===== src/rtl/mstod_pkg.sv =====
`timescale 1ns / 1ps

package mstod_pkg;

  // Field widths
  localparam int unsigned SampleW  = 32;
  localparam int unsigned MsW      = 10;
  localparam int unsigned SecW     = 6;
  localparam int unsigned MinW     = 6;
  localparam int unsigned TodHourW = 5;
  localparam int unsigned HourQW   = 11;  // whole hours in one 32-bit delta: at most 1193
  localparam int unsigned StepCntW = 2;
  localparam int unsigned RecipW   = 28;  // widest reciprocal, floor(2^32 / 24)

  // Radix constants
  localparam logic [MsW-1:0] MsPerSec   = 10'd1000;
  localparam logic [MsW-1:0] SecPerMin  = 10'd60;
  localparam logic [MsW-1:0] MinPerHour = 10'd60;
  localparam logic [MsW-1:0] HoursPerDay = 10'd24;

  // Divider steps per digit: multiply, then remainder
  localparam logic [StepCntW-1:0] DivSteps = 2'd2;

  // Divider phases: delta is split into ms, sec, min and hour digits
  typedef enum logic [1:0] {
    PH_MS   = 2'd0,
    PH_SEC  = 2'd1,
    PH_MIN  = 2'd2,
    PH_HOUR = 2'd3
  } phase_t;

  // Controller -> datapath commands
  typedef struct packed {
    logic   load_in;
    logic   eval;
    logic   div_load;
    phase_t load_phase;
    logic   div_step;
    logic   save;
    phase_t save_phase;
    logic   apply;
    logic   out_load;
  } mstod_cmd_t;

  // Datapath -> controller status
  typedef struct packed {
    logic adv;
  } mstod_stat_t;

  // Divisor used in each phase
  function automatic logic [MsW-1:0] phase_divisor(phase_t p);
    logic [MsW-1:0] d;
    case (p)
      PH_MS:   d = MsPerSec;
      PH_SEC:  d = SecPerMin;
      PH_MIN:  d = MinPerHour;
      PH_HOUR: d = HoursPerDay;
      default: d = MsPerSec;
    endcase
    return d;
  endfunction

  // floor(2^32 / divisor) for each phase
  function automatic logic [RecipW-1:0] phase_recip(phase_t p);
    logic [RecipW-1:0] r;
    case (p)
      PH_MS:   r = 28'd4294967;
      PH_SEC:  r = 28'd71582788;
      PH_MIN:  r = 28'd71582788;
      PH_HOUR: r = 28'd178956970;
      default: r = 28'd4294967;
    endcase
    return r;
  endfunction

endpackage


===== src/rtl/ms_tick_time_of_day_clock.sv =====
`timescale 1ns / 1ps

// Time-of-day and runtime clock fed by samples of a free-running 32-bit
// millisecond counter.
// Input channel (in_valid/in_ready, in_ms_sample): one counter sample per
// transaction. A sample above the last advancing one advances both clocks by
// the difference; any other sample counts as a stall.
// Result channel (out_valid/out_ready): one transaction per input with both
// clocks, the last advancing sample and a status bit that is set when the
// stall count reaches cfg stall limit (the count then restarts).
// cfg_we/cfg_wdata write the stall limit; write it only while idle.
// The shared reciprocal divider splits the delta of an advancing sample
// into ms, sec, min and hour digits (per digit: multiply, remainder,
// fix-up). A stall sample skips the divider. in_ready is high again in
// the cycle after the result is loaded, so the block takes no new sample
// until the result of the last one is loaded.
// The result sits in an output register: while the receiver stalls, the
// next sample is still accepted and processed, and waits at the end until
// the register frees up.
// Reset clears both clocks, the last sample and the stall count, and sets
// the stall limit to all ones.
module ms_tick_time_of_day_clock
  import mstod_pkg::*;
#(
  parameter int unsigned RUN_HOUR_BITS = 16
) (
  input  logic                     clk,
  input  logic                     rst_n,
  input  logic                     in_valid,
  output logic                     in_ready,
  input  logic [SampleW-1:0]       in_ms_sample,
  output logic                     out_valid,
  input  logic                     out_ready,
  output logic [MsW-1:0]           out_tod_millis,
  output logic [SecW-1:0]          out_tod_seconds,
  output logic [MinW-1:0]          out_tod_minutes,
  output logic [TodHourW-1:0]      out_tod_hours,
  output logic [MsW-1:0]           out_run_millis,
  output logic [SecW-1:0]          out_run_seconds,
  output logic [MinW-1:0]          out_run_minutes,
  output logic [RUN_HOUR_BITS-1:0] out_run_hours,
  output logic [SampleW-1:0]       out_total_millis,
  output logic                     out_status,
  input  logic                     cfg_we,
  input  logic [SampleW-1:0]       cfg_wdata
);

  mstod_cmd_t  cmd;
  mstod_stat_t stat;

  mstod_ctrl u_ctrl (
    .clk       (clk),
    .rst_n     (rst_n),
    .in_valid  (in_valid),
    .in_ready  (in_ready),
    .out_valid (out_valid),
    .out_ready (out_ready),
    .stat      (stat),
    .cmd       (cmd)
  );

  mstod_dp #(
    .RUN_HOUR_BITS (RUN_HOUR_BITS)
  ) u_dp (
    .clk              (clk),
    .rst_n            (rst_n),
    .cmd              (cmd),
    .stat             (stat),
    .in_ms_sample     (in_ms_sample),
    .cfg_we           (cfg_we),
    .cfg_wdata        (cfg_wdata),
    .out_tod_millis   (out_tod_millis),
    .out_tod_seconds  (out_tod_seconds),
    .out_tod_minutes  (out_tod_minutes),
    .out_tod_hours    (out_tod_hours),
    .out_run_millis   (out_run_millis),
    .out_run_seconds  (out_run_seconds),
    .out_run_minutes  (out_run_minutes),
    .out_run_hours    (out_run_hours),
    .out_total_millis (out_total_millis),
    .out_status       (out_status)
  );

endmodule


===== src/rtl/mstod_ctrl.sv =====
`timescale 1ns / 1ps

module mstod_ctrl
  import mstod_pkg::*;
(
  input  logic        clk,
  input  logic        rst_n,
  input  logic        in_valid,
  output logic        in_ready,
  output logic        out_valid,
  input  logic        out_ready,
  input  mstod_stat_t stat,
  output mstod_cmd_t  cmd
);

  typedef enum logic [4:0] {
    ST_IDLE  = 5'b00001,
    ST_EVAL  = 5'b00010,
    ST_DIV   = 5'b00100,
    ST_APPLY = 5'b01000,
    ST_DONE  = 5'b10000
  } state_t;

  state_t                state_r, state_nxt;
  phase_t                phase_r, phase_nxt;
  logic [StepCntW-1:0]   cnt_r, cnt_nxt;
  logic                  out_valid_r, out_valid_nxt;
  phase_t                next_phase;

  assign next_phase = phase_t'(2'(phase_r) + 2'd1);
  assign in_ready   = (state_r == ST_IDLE);
  assign out_valid  = out_valid_r;

  // Sequencer
  always_comb begin
    state_nxt      = state_r;
    phase_nxt      = phase_r;
    cnt_nxt        = cnt_r;
    cmd            = '0;
    cmd.save_phase = phase_r;
    cmd.load_phase = next_phase;
    case (state_r)
      ST_IDLE: begin
        if (in_valid) begin
          cmd.load_in = 1'b1;
          state_nxt   = ST_EVAL;
        end
      end
      ST_EVAL: begin
        cmd.eval = 1'b1;
        if (stat.adv) begin
          cmd.div_load   = 1'b1;
          cmd.load_phase = PH_MS;
          phase_nxt      = PH_MS;
          cnt_nxt        = '0;
          state_nxt      = ST_DIV;
        end else begin
          state_nxt = ST_DONE;
        end
      end
      ST_DIV: begin
        if (cnt_r != DivSteps) begin
          cmd.div_step = 1'b1;
          cnt_nxt      = cnt_r + 1'b1;
        end else begin
          cmd.save = 1'b1;
          if (phase_r == PH_HOUR) begin
            state_nxt = ST_APPLY;
          end else begin
            cmd.div_load = 1'b1;
            phase_nxt    = next_phase;
            cnt_nxt      = '0;
          end
        end
      end
      ST_APPLY: begin
        cmd.apply = 1'b1;
        state_nxt = ST_DONE;
      end
      ST_DONE: begin
        if (!out_valid_r || out_ready) begin
          cmd.out_load = 1'b1;
          state_nxt    = ST_IDLE;
        end
      end
      default: state_nxt = ST_IDLE;
    endcase
  end

  // Result valid flag
  always_comb begin
    out_valid_nxt = out_valid_r;
    if (cmd.out_load) begin
      out_valid_nxt = 1'b1;
    end else if (out_ready) begin
      out_valid_nxt = 1'b0;
    end
  end

  always_ff @(posedge clk) begin
    if (!rst_n) begin
      state_r     <= ST_IDLE;
      phase_r     <= PH_MS;
      cnt_r       <= '0;
      out_valid_r <= 1'b0;
    end else begin
      state_r     <= state_nxt;
      phase_r     <= phase_nxt;
      cnt_r       <= cnt_nxt;
      out_valid_r <= out_valid_nxt;
    end
  end

  // A pending result is never overwritten
  a_no_overwrite: assert property (@(posedge clk) disable iff (!rst_n)
    cmd.out_load |-> (!out_valid_r || out_ready))
    else $error("result register loaded while previous result pending");

  // Step counter never runs past the phase length
  a_cnt_bound: assert property (@(posedge clk) disable iff (!rst_n)
    (state_r == ST_DIV) |-> (cnt_r <= DivSteps))
    else $error("divider step count out of range");

  // An accepted transaction is evaluated in the next cycle
  a_accept_eval: assert property (@(posedge clk) disable iff (!rst_n)
    (in_valid && in_ready) |=> (state_r == ST_EVAL))
    else $error("accepted transaction not evaluated");

endmodule


===== src/rtl/mstod_dp.sv =====
`timescale 1ns / 1ps

module mstod_dp
  import mstod_pkg::*;
#(
  parameter int unsigned RUN_HOUR_BITS = 16
) (
  input  logic                     clk,
  input  logic                     rst_n,
  input  mstod_cmd_t               cmd,
  output mstod_stat_t              stat,
  input  logic [SampleW-1:0]       in_ms_sample,
  input  logic                     cfg_we,
  input  logic [SampleW-1:0]       cfg_wdata,
  output logic [MsW-1:0]           out_tod_millis,
  output logic [SecW-1:0]          out_tod_seconds,
  output logic [MinW-1:0]          out_tod_minutes,
  output logic [TodHourW-1:0]      out_tod_hours,
  output logic [MsW-1:0]           out_run_millis,
  output logic [SecW-1:0]          out_run_seconds,
  output logic [MinW-1:0]          out_run_minutes,
  output logic [RUN_HOUR_BITS-1:0] out_run_hours,
  output logic [SampleW-1:0]       out_total_millis,
  output logic                     out_status
);

  localparam int unsigned HourSumW =
    ((RUN_HOUR_BITS > HourQW) ? RUN_HOUR_BITS : HourQW) + 1;

  // Adds two digits plus carry-in and wraps at the modulus; returns {carry, digit}
  function automatic logic [MsW:0] digit_add(logic [MsW-1:0] a, logic [MsW-1:0] b,
                                             logic cin, logic [MsW-1:0] modulus);
    logic [MsW:0] s;
    logic         c;
    s = {1'b0, a} + {1'b0, b} + {{MsW{1'b0}}, cin};
    c = (s >= {1'b0, modulus});
    if (c) begin
      s = s - {1'b0, modulus};
    end
    return {c, s[MsW-1:0]};
  endfunction

  // Architectural state
  logic [SampleW-1:0]       sample_r;
  logic [SampleW-1:0]       last_r, last_nxt;
  logic [SampleW-1:0]       stall_cnt_r, stall_cnt_nxt;
  logic [SampleW-1:0]       stall_limit_r;
  logic                     stat_r, stat_nxt;
  logic [MsW-1:0]           tod_ms_r, run_ms_r;
  logic [SecW-1:0]          tod_sec_r, run_sec_r;
  logic [MinW-1:0]          tod_min_r, run_min_r;
  logic [TodHourW-1:0]      tod_hour_r;
  logic [RUN_HOUR_BITS-1:0] run_hour_r;

  // Divider and delta digits
  logic [SampleW-1:0]       dvd_r;
  logic [SampleW-1:0]       quo_r;
  logic [MsW:0]             rem_r;
  logic [MsW-1:0]           div_r;
  logic [RecipW-1:0]        recip_r;
  logic [MsW-1:0]           d_ms_r, d_sec_r, d_min_r, d_hr24_r;
  logic [HourQW-1:0]        d_hq_r;

  logic [SampleW-1:0]       stall_inc;
  logic [SampleW-1:0]       load_src;
  logic [SampleW+RecipW-1:0] prod;
  logic [MsW:0]             qd_lo;
  logic                     ge_fix;
  logic [MsW-1:0]           rem_fix;
  logic [SampleW-1:0]       quo_fix;

  logic [MsW:0]             tod_ms_a, tod_sec_a, tod_min_a, tod_hr_a;
  logic [MsW:0]             run_ms_a, run_sec_a, run_min_a;
  logic [HourSumW-1:0]      run_hr_sum;

  assign stat.adv  = (sample_r > last_r);
  assign stall_inc = stall_cnt_r + 1'b1;

  // Evaluation: advance or count a stall
  always_comb begin
    last_nxt      = last_r;
    stall_cnt_nxt = stall_cnt_r;
    stat_nxt      = stat_r;
    if (cmd.eval) begin
      if (stat.adv) begin
        last_nxt      = sample_r;
        stall_cnt_nxt = '0;
        stat_nxt      = 1'b0;
      end else if (stall_inc == stall_limit_r) begin
        stall_cnt_nxt = '0;
        stat_nxt      = 1'b1;
      end else begin
        stall_cnt_nxt = stall_inc;
        stat_nxt      = 1'b0;
      end
    end
  end

  always_ff @(posedge clk) begin
    if (!rst_n) begin
      last_r        <= '0;
      stall_cnt_r   <= '0;
      stall_limit_r <= '1;
      stat_r        <= 1'b0;
    end else begin
      last_r      <= last_nxt;
      stall_cnt_r <= stall_cnt_nxt;
      stat_r      <= stat_nxt;
      if (cfg_we) begin
        stall_limit_r <= cfg_wdata;
      end
    end
  end

  always_ff @(posedge clk) begin
    if (cmd.load_in) begin
      sample_r <= in_ms_sample;
    end
  end

  // Reciprocal divider by a small constant: the multiply estimate is at
  // most one short, so the remainder lies below twice the divisor and
  // one compare and subtract settles both quotient and remainder
  assign load_src = (cmd.load_phase == PH_MS) ? (sample_r - last_r) : quo_fix;
  assign prod     = dvd_r * recip_r;
  assign qd_lo    = (MsW+1)'(quo_r[MsW:0] * div_r);
  assign ge_fix   = (rem_r >= {1'b0, div_r});
  assign rem_fix  = ge_fix ? MsW'(rem_r - {1'b0, div_r}) : rem_r[MsW-1:0];
  assign quo_fix  = quo_r + SampleW'(ge_fix);

  // First step forms the estimate, second step its remainder
  always_ff @(posedge clk) begin
    if (cmd.div_load) begin
      dvd_r   <= load_src;
      div_r   <= phase_divisor(cmd.load_phase);
      recip_r <= phase_recip(cmd.load_phase);
    end else if (cmd.div_step) begin
      quo_r <= SampleW'(prod[SampleW+RecipW-1:SampleW]);
      rem_r <= dvd_r[MsW:0] - qd_lo;
    end
  end

  // Capture each digit of the delta; quo_fix holds the quotient here
  always_ff @(posedge clk) begin
    if (cmd.save) begin
      case (cmd.save_phase)
        PH_MS:   d_ms_r <= rem_fix;
        PH_SEC:  d_sec_r <= rem_fix;
        PH_MIN: begin
          d_min_r <= rem_fix;
          d_hq_r  <= quo_fix[HourQW-1:0];
        end
        PH_HOUR: d_hr24_r <= rem_fix;
        default: d_ms_r <= rem_fix;
      endcase
    end
  end

  // Digit-wise add with carries into both clocks
  assign tod_ms_a  = digit_add(tod_ms_r, d_ms_r, 1'b0, MsPerSec);
  assign tod_sec_a = digit_add(MsW'(tod_sec_r), d_sec_r, tod_ms_a[MsW], SecPerMin);
  assign tod_min_a = digit_add(MsW'(tod_min_r), d_min_r, tod_sec_a[MsW], MinPerHour);
  assign tod_hr_a  = digit_add(MsW'(tod_hour_r), d_hr24_r, tod_min_a[MsW], HoursPerDay);

  assign run_ms_a  = digit_add(run_ms_r, d_ms_r, 1'b0, MsPerSec);
  assign run_sec_a = digit_add(MsW'(run_sec_r), d_sec_r, run_ms_a[MsW], SecPerMin);
  assign run_min_a = digit_add(MsW'(run_min_r), d_min_r, run_sec_a[MsW], MinPerHour);
  assign run_hr_sum = HourSumW'(run_hour_r) + HourSumW'(d_hq_r)
                    + HourSumW'(run_min_a[MsW]);

  always_ff @(posedge clk) begin
    if (!rst_n) begin
      tod_ms_r   <= '0;
      tod_sec_r  <= '0;
      tod_min_r  <= '0;
      tod_hour_r <= '0;
      run_ms_r   <= '0;
      run_sec_r  <= '0;
      run_min_r  <= '0;
      run_hour_r <= '0;
    end else if (cmd.apply) begin
      tod_ms_r   <= tod_ms_a[MsW-1:0];
      tod_sec_r  <= tod_sec_a[SecW-1:0];
      tod_min_r  <= tod_min_a[MinW-1:0];
      tod_hour_r <= tod_hr_a[TodHourW-1:0];
      run_ms_r   <= run_ms_a[MsW-1:0];
      run_sec_r  <= run_sec_a[SecW-1:0];
      run_min_r  <= run_min_a[MinW-1:0];
      run_hour_r <= run_hr_sum[RUN_HOUR_BITS-1:0];
    end
  end

  // Result register
  always_ff @(posedge clk) begin
    if (cmd.out_load) begin
      out_tod_millis   <= tod_ms_r;
      out_tod_seconds  <= tod_sec_r;
      out_tod_minutes  <= tod_min_r;
      out_tod_hours    <= tod_hour_r;
      out_run_millis   <= run_ms_r;
      out_run_seconds  <= run_sec_r;
      out_run_minutes  <= run_min_r;
      out_run_hours    <= run_hour_r;
      out_total_millis <= last_r;
      out_status       <= stat_r;
    end
  end

  // Time-of-day digits stay normalized after every update
  a_tod_range: assert property (@(posedge clk) disable iff (!rst_n)
    cmd.apply |=> ((tod_ms_r < MsPerSec) && (tod_sec_r < 6'd60)
                   && (tod_min_r < 6'd60) && (tod_hour_r < 5'd24)))
    else $error("time-of-day clock not normalized");

endmodule


===== config.mk =====
export PLATFORM = sky130hd
export DESIGN_NAME = ms_tick_time_of_day_clock
export DESIGN_NICKNAME = d
export VERILOG_FILES = /design/src/rtl/mstod_pkg.sv /design/src/rtl/ms_tick_time_of_day_clock.sv /design/src/rtl/mstod_ctrl.sv /design/src/rtl/mstod_dp.sv
export SDC_FILE = /design/constraint.sdc
export NUM_CORES = 2
export LEC_CHECK = 0
export ABC_AREA = 1
export BUFFER_PORTS_ARGS = -buffer_cell sky130_fd_sc_hd__buf_2
export CORE_MARGIN = 10
export CORE_UTILIZATION = 58
export CTS_CLUSTER_DIAMETER = 200
export CTS_CLUSTER_SIZE = 10
export DETAILED_ROUTE_END_ITERATION = 10
export PLACE_DENSITY = 0.72
export SLEW_MARGIN = 20
export SYNTH_ARGS = -nofsm -noshare
export SYNTH_HDL_FRONTEND = slang
export SYNTH_HIERARCHICAL = 1
export SYNTH_SLANG_ARGS = --single-unit
export TNS_END_PERCENT = 1

===== constraint.sdc =====
create_clock -name clk -period 8.5 [get_ports clk]
set_input_delay 0.425 -clock clk [delete_from_list [all_inputs] [get_ports clk]]
set_output_delay 0.425 -clock clk [all_outputs]
set_load 0.02 [all_outputs]

Word level (Yosys, flattened, before mapping). Cells that the tools add are included.

Input port bits: 69. Output and inout port bits: 100. Bits in registers: 462. Logic and storage cells: 157.

Add/sub/neg operators: 28. Multiplexer cells: 44. Reduce and logical (&&, ||, !) cells: 16. $lt $le $gt $ge: 9. Multiply operators: 2. Bitwise operators: 1. Eq/ne operators: 20.

Operators with widths (number): $mux W32 (3); $pmux W28 S3 (1); $mul A32 B28 Y60 (1); $add A11 B1 Y11 (5); $add A6 B10 Y11 (4); $ge A11 B6 Y1 const B (4); $add A32 B1 Y32 const B (1); $eq A32 B32 Y1 (1); $gt A32 B32 Y1 (1); $sub A32 B32 Y32 (1); $mux W10 (3); $mux W5 (6); $pmux W10 S3 (1); $add A28 B1 Y29 (1); $pmux W5 S5 (1); $mux W6 (4); $sub A6 B6 Y6 const B (4); $add A10 B10 Y11 (2); $ge A11 B10 Y1 const B (2); $sub A10 B10 Y10 const B (2); $add A16 B1 Y16 (1); $add A16 B11 Y16 (1); $mux W1 (14); $mux W2 (7); other kinds (30) (49).

Longest topological paths before layout.
Depth after elaboration: 9. Depth in mapped cells: 55. Gate-level depth less buffers: 55.

Cells and area by module. The synthesis kept the hierarchy.

Modules (own cells, without submodules): mstod_dp (times used 1, cells each 5294, seq. area each 10990.5 um^2, area each 47374.2 um^2); mstod_ctrl (times used 1, cells each 96, seq. area each 200.2 um^2, area each 636.9 um^2).

Worst setup path after synthesis. No wires, ideal clock.

Path kind: register to register. Start: register u_dp.d_ms_r[0]. End: register u_dp.run_hour_r[14]. Data arrival time: 7223 ps. Setup slack: 1150 ps. Library setup time: 127 ps. Stages on the path, launching flop included: 44. Clock period less this slack: 7350 ps. Path through: edfxtp_1 > ha_1 > inv_1 > fa_1 > inv_1 > nand3_1 > nand2_1 > xnor2_1 > ha_1 > inv_1 > nand3_1 > nand2_1 > nand2_1 > nand2_1 > buf_4 > fa_1 > fa_1 > xor2_1 > [8 not listed] > nand3_1 > or2_2 > nand2_1 > nor2_1 > nand2_1 > o21ai_0 > nand2_1 > nand3_1 > fa_1 > fa_1 > nand3_1 > nand2_1 > a21oi_1 > o21ai_0 > a21oi_1 > nor4_1 > o21ai_0 > a21oi_1.

Longest elaborated chain between the ends: 7.

RTL lines: start: declaration (RTL line mstod_dp.sv:61) `logic [MsW-1:0] d_ms_r, d_sec_r, d_min_r, d_hr24_r;`; start signal: assignment (RTL line mstod_dp.sv:147) `PH_MS: d_ms_r <= rem_fix;`; start signal: assignment (RTL line mstod_dp.sv:154) `default: d_ms_r <= rem_fix;`; $add A10 B10 Y11 (RTL line mstod_dp.sv:35) `s = {1'b0, a} + {1'b0, b} + {{MsW{1'b0}}, cin};`; $ge A11 B10 Y1 (RTL line mstod_dp.sv:36) `c = (s >= {1'b0, modulus});`; $add A11 B1 Y11 (RTL line mstod_dp.sv:35); $ge A11 B6 Y1 (RTL line mstod_dp.sv:36); $add A11 B1 Y11 (RTL line mstod_dp.sv:35); $ge A11 B6 Y1 (RTL line mstod_dp.sv:36); $add A16 B1 Y16 (RTL line mstod_dp.sv:169) `+ HourSumW'(run_min_a[MsW]);`; end signal: assignment (RTL line mstod_dp.sv:189) `run_hour_r <= run_hr_sum[RUN_HOUR_BITS-1:0];`; end: declaration (RTL line mstod_dp.sv:53) `logic [RUN_HOUR_BITS-1:0] run_hour_r;`.

Every way passes these cells. A chain may end at the register's enable or synchronous reset.

Worst setup path in the final report. Same ends and word-level chain as after synthesis.

==> implementation parameters <==
Parameter                              Value

Run status
  Run status    completed

Critical path
  Crit-path max FO    7
  Delay of the slowest critical-path stage    0.43 ns
  Terminus of the critical flop-to-flop path    u_dp/run_hour_r[14]$_SDFFE_PN0P_
  Cell occurring most often along the worst timing path    nand2_1
  Slowest-stage cell, CP    fa_1
  Required @ worst endpoint    8.95 ns
  Start of the worst register-to-register path    u_dp/d_ms_r[0]$_DFFE_PP_
  Worst R2R Setup Slack    0.64 ns
  Depth of the worst register-to-register path    42
  Critical Setup Path Class    reg2reg
  Critical path startpoint category    flop
  Crit. End Element    flop
  Signal arrival time at the worst endpoint    8.31 ns

STA
  Final setup violating endpoints    0
  Post-route fraction of the period consumed by the critical path    92.4%
  Setup slack of the critical path after layout    0.644 ns
  Max-slew headroom    26.8%
  Number of failing hold endpoints at the final stage    0
  Setup clock skew after layout    0.0394 ns
  Slew Viols, Final    0
  Tightest Pin Transition    1.10 ns
  Min cycle time layout    7.86 ns
  Highest Clock Rate    127 MHz

Detailed routing
  Remaining antenna violation count after routing    0
  TritonRoute pass-1 iters    5
  Count of vias placed by the detailed router    36500
  Vias per std cell    5.43
  Final routed wire length divided by cell count    20.0 um
  Initial DRC count    2837
  DRC violation count after routing    0
  Final wirelength    134000 um

Synth
  Number of different library cells in the post-synthesis netlist    53
  Synthesized cell area    48000 um2
  Ys flop type    edfxtp_1
  Number of warnings reported in the yosys synthesis log    6
  Share of the yosys chip area belonging to registers    23.3%
  Area leader, netlist    fa_1
  Synth top area cells    fa_1 (30%), edfxtp_1 (16%), ha_1 (12%)
  Post-synthesis area per instance    8.91 um2
  Flops & latches, synth    430
  Async S/R FF share, synth    0%
  Number of enable flip-flop cells after synthesis    258
  Syn nets    6622
  Portion of synthesized cell area occupied by the leading cell type    29.9%
  Cell count after synthesis    5390

Die
  Total Die Area    94700 um2
  Core ar.    82100 um2
  Initial Util    58.5%
  Site row count    105
  Die Width    308 um
  Die height    308 um
  I/O pin count    169

Clocking
  CTS buffer count    49
  Register clock-pin slew on the reported worst setup and hold paths    0.06 ns
  Deepest clock path buffer count    3
  Skew-Pair Late Insertion Delay    0.61 ns
  Sink count of the clock tree    430
  CTS tree    done
  Total number of H-tree levels    2
  CTS root buffer    clkbuf_16

GRT
  Global-route wire length before repair    210000 um
  Overall fraction of global-route tracks in use    28.7%
  Residual overflow from global routing    0
  Pin count of the biggest net entering global routing    82
  Via count of the first global-routing pass    37500
  Initial antenna violation count    0

Layout
  Layout cells sized above 1    6.67%
  Most common library cell in the layout ignoring fill and taps    inv_1
  Final nets    6838
  Area Growth Syn to Fin    8.47%
  Commonest non-fill, non-tap cells in the layout    inv_1 (1340), nand2_1 (875), fa_1 (716)
  Post-layout util    63.4%

Power and ir drop
  Pwr/cell area    289 nW/um2
  Leakage power total    26.1 nW
  Peak supply drop    585 uV

Place
  Count of input and output buffers    168
  GP Congestion    0.992
  HPWL after DPL    113000 um
  Worst slack, placed    0.336 ns

Hold path
  Hold endpoint    u_dp/sample_r[1]$_DFFE_PP_
  Hold path start    in_ms_sample[1]
  Cell count of the worst hold path    1
  Path category of the worst min-delay check    in2reg

Job
  Reported max-cap violation count    0
-- per-layer routing --
metal	track usage [%]	routed length [um]	share of wire, %
met1	35.7	53300	40
met4	14.2	7670	5.7
met5	0	0	0
met2	48.5	64900	48
met3	4.17	8150	6.1
-- worst max-delay path, delay by kind of cell (launching register included) --
kind | cells | cell delay, ns
adders and majority gates | 10 | 3.57
and+or+nand+nor | 19 | 2.04
AOI/OAI and AO/OA | 7 | 1.08
DFF | 1 | 0.36
xor gates and xnor gates | 2 | 0.36
buffers and inverters | 4 | 0.29
-- synthesized netlist by cell type, drive strengths merged, types with 71 or more instances --
master	instances
inv	1350
nand2	886
fa	718
ha	445
nor2	361
a21oi	285
edfxtp	258
o21ai	236
nand3	209
dfxtp	172
xor2	103
clkbuf	71
-- final cells by class --
cell class / count / area (um2)
tap: 1070 / 1340
multi-input combinational: 3521 / 31500
clock buffer: 81 / 1370
clock inverter: 3 / 55.1
fill: 6998 / 30000
inverter: 1352 / 5070
timing repair buffer: 252 / 1570
sequential: 430 / 11200
antenna: 1 / 2.50
-- through the flow --
stage | area [um2] | cells | hold slack, ns | total power, mW | setup TNS, ns
floorplan | 48000 | 5390 | 0.408 | 9.83 | 0
global placement | 50300 | 6597 | 0.415 | 12.9 | 0
detailed placement | 50300 | 6597 | 0.417 | 12.9 | 0
CTS | 52000 | 6706 | 0.00201 | 15.0 | 0
global route | 52100 | 6709 | 0.00254 | 16.3 | -0.0171
finish | 52100 | 6710 | 0.0287 | 15.1 | 0
-- power by group --
| part | internal, mW | switching (mW) | leakage, nW | total, mW |
|---|---|---|---|---|
| Clock | 1.09 | 0.839 | 0.675 | 1.93 |
| Sequential | 2.54 | 0.0429 | 3.75 | 2.59 |
| Combinational | 3.68 | 6.86 | 21.7 | 10.5 |
-- kinds of logic after synthesis --
| logic type | Yosys count | synth area share [%] |
|---|---|---|
| buffers and inverters | 1439 | 11.4 |
| AOI/OAI and AO/OA | 633 | 7.14 |
| and+or+nand+nor | 1578 | 14.0 |
| adders and majority gates | 1163 | 41.5 |
| xor gates and xnor gates | 147 | 2.71 |
| DFF | 430 | 23.3 |
-- state kept, by name (all words and copies together), names as in the netlist, 10 cells and up --
name / count
u_dp/out_run_millis: 10
u_dp/last_r: 32
u_dp/run_ms_r: 10
u_dp/sample_r: 32
u_dp/out_total_millis: 32
u_dp/out_run_hours: 16
u_dp/quo_r: 28
u_dp/rem_r: 11
u_dp/run_hour_r: 16
u_dp/stall_limit_r: 32
u_dp/d_sec_r: 10
u_dp/stall_cnt_r: 32
u_dp/d_hr24_r: 10
u_dp/d_ms_r: 10
u_dp/tod_ms_r: 10
u_dp/dvd_r: 32
u_dp/d_hq_r: 11
u_dp/out_tod_millis: 10
u_dp/d_min_r: 10
-- worst max-delay path by stage --
stage	start	end	slack, ns	depth (start not counted)
floorplan	u_dp/d_ms_r[0]$_DFFE_PP_	u_dp/run_hour_r[14]$_SDFFE_PN0P_	1.15	43
detailed placement	u_dp/d_ms_r[0]$_DFFE_PP_	u_dp/tod_hour_r[4]$_SDFFE_PN0P_	0.34	51
finish	u_dp/d_ms_r[0]$_DFFE_PP_	u_dp/run_hour_r[14]$_SDFFE_PN0P_	0.64	42
CTS	u_dp/d_ms_r[0]$_DFFE_PP_	u_dp/tod_hour_r[4]$_SDFFE_PN0P_	0.28	51
global route	u_dp/d_ms_r[0]$_DFFE_PP_	u_dp/tod_hour_r[4]$_SDFFE_PN0P_	-0.02	53
global placement	u_dp/d_ms_r[0]$_DFFE_PP_	u_dp/tod_hour_r[4]$_SDFFE_PN0P_	0.52	51
-- repair_timing --
action                                  CTS  global route
setup buffers                             0             1
resized for setup                         0            17
endpoints found under the setup margin    0             5
hold endpoints to repair                 25             0
hold buffers                             25             0
Power figures use the tool's default switching activity.
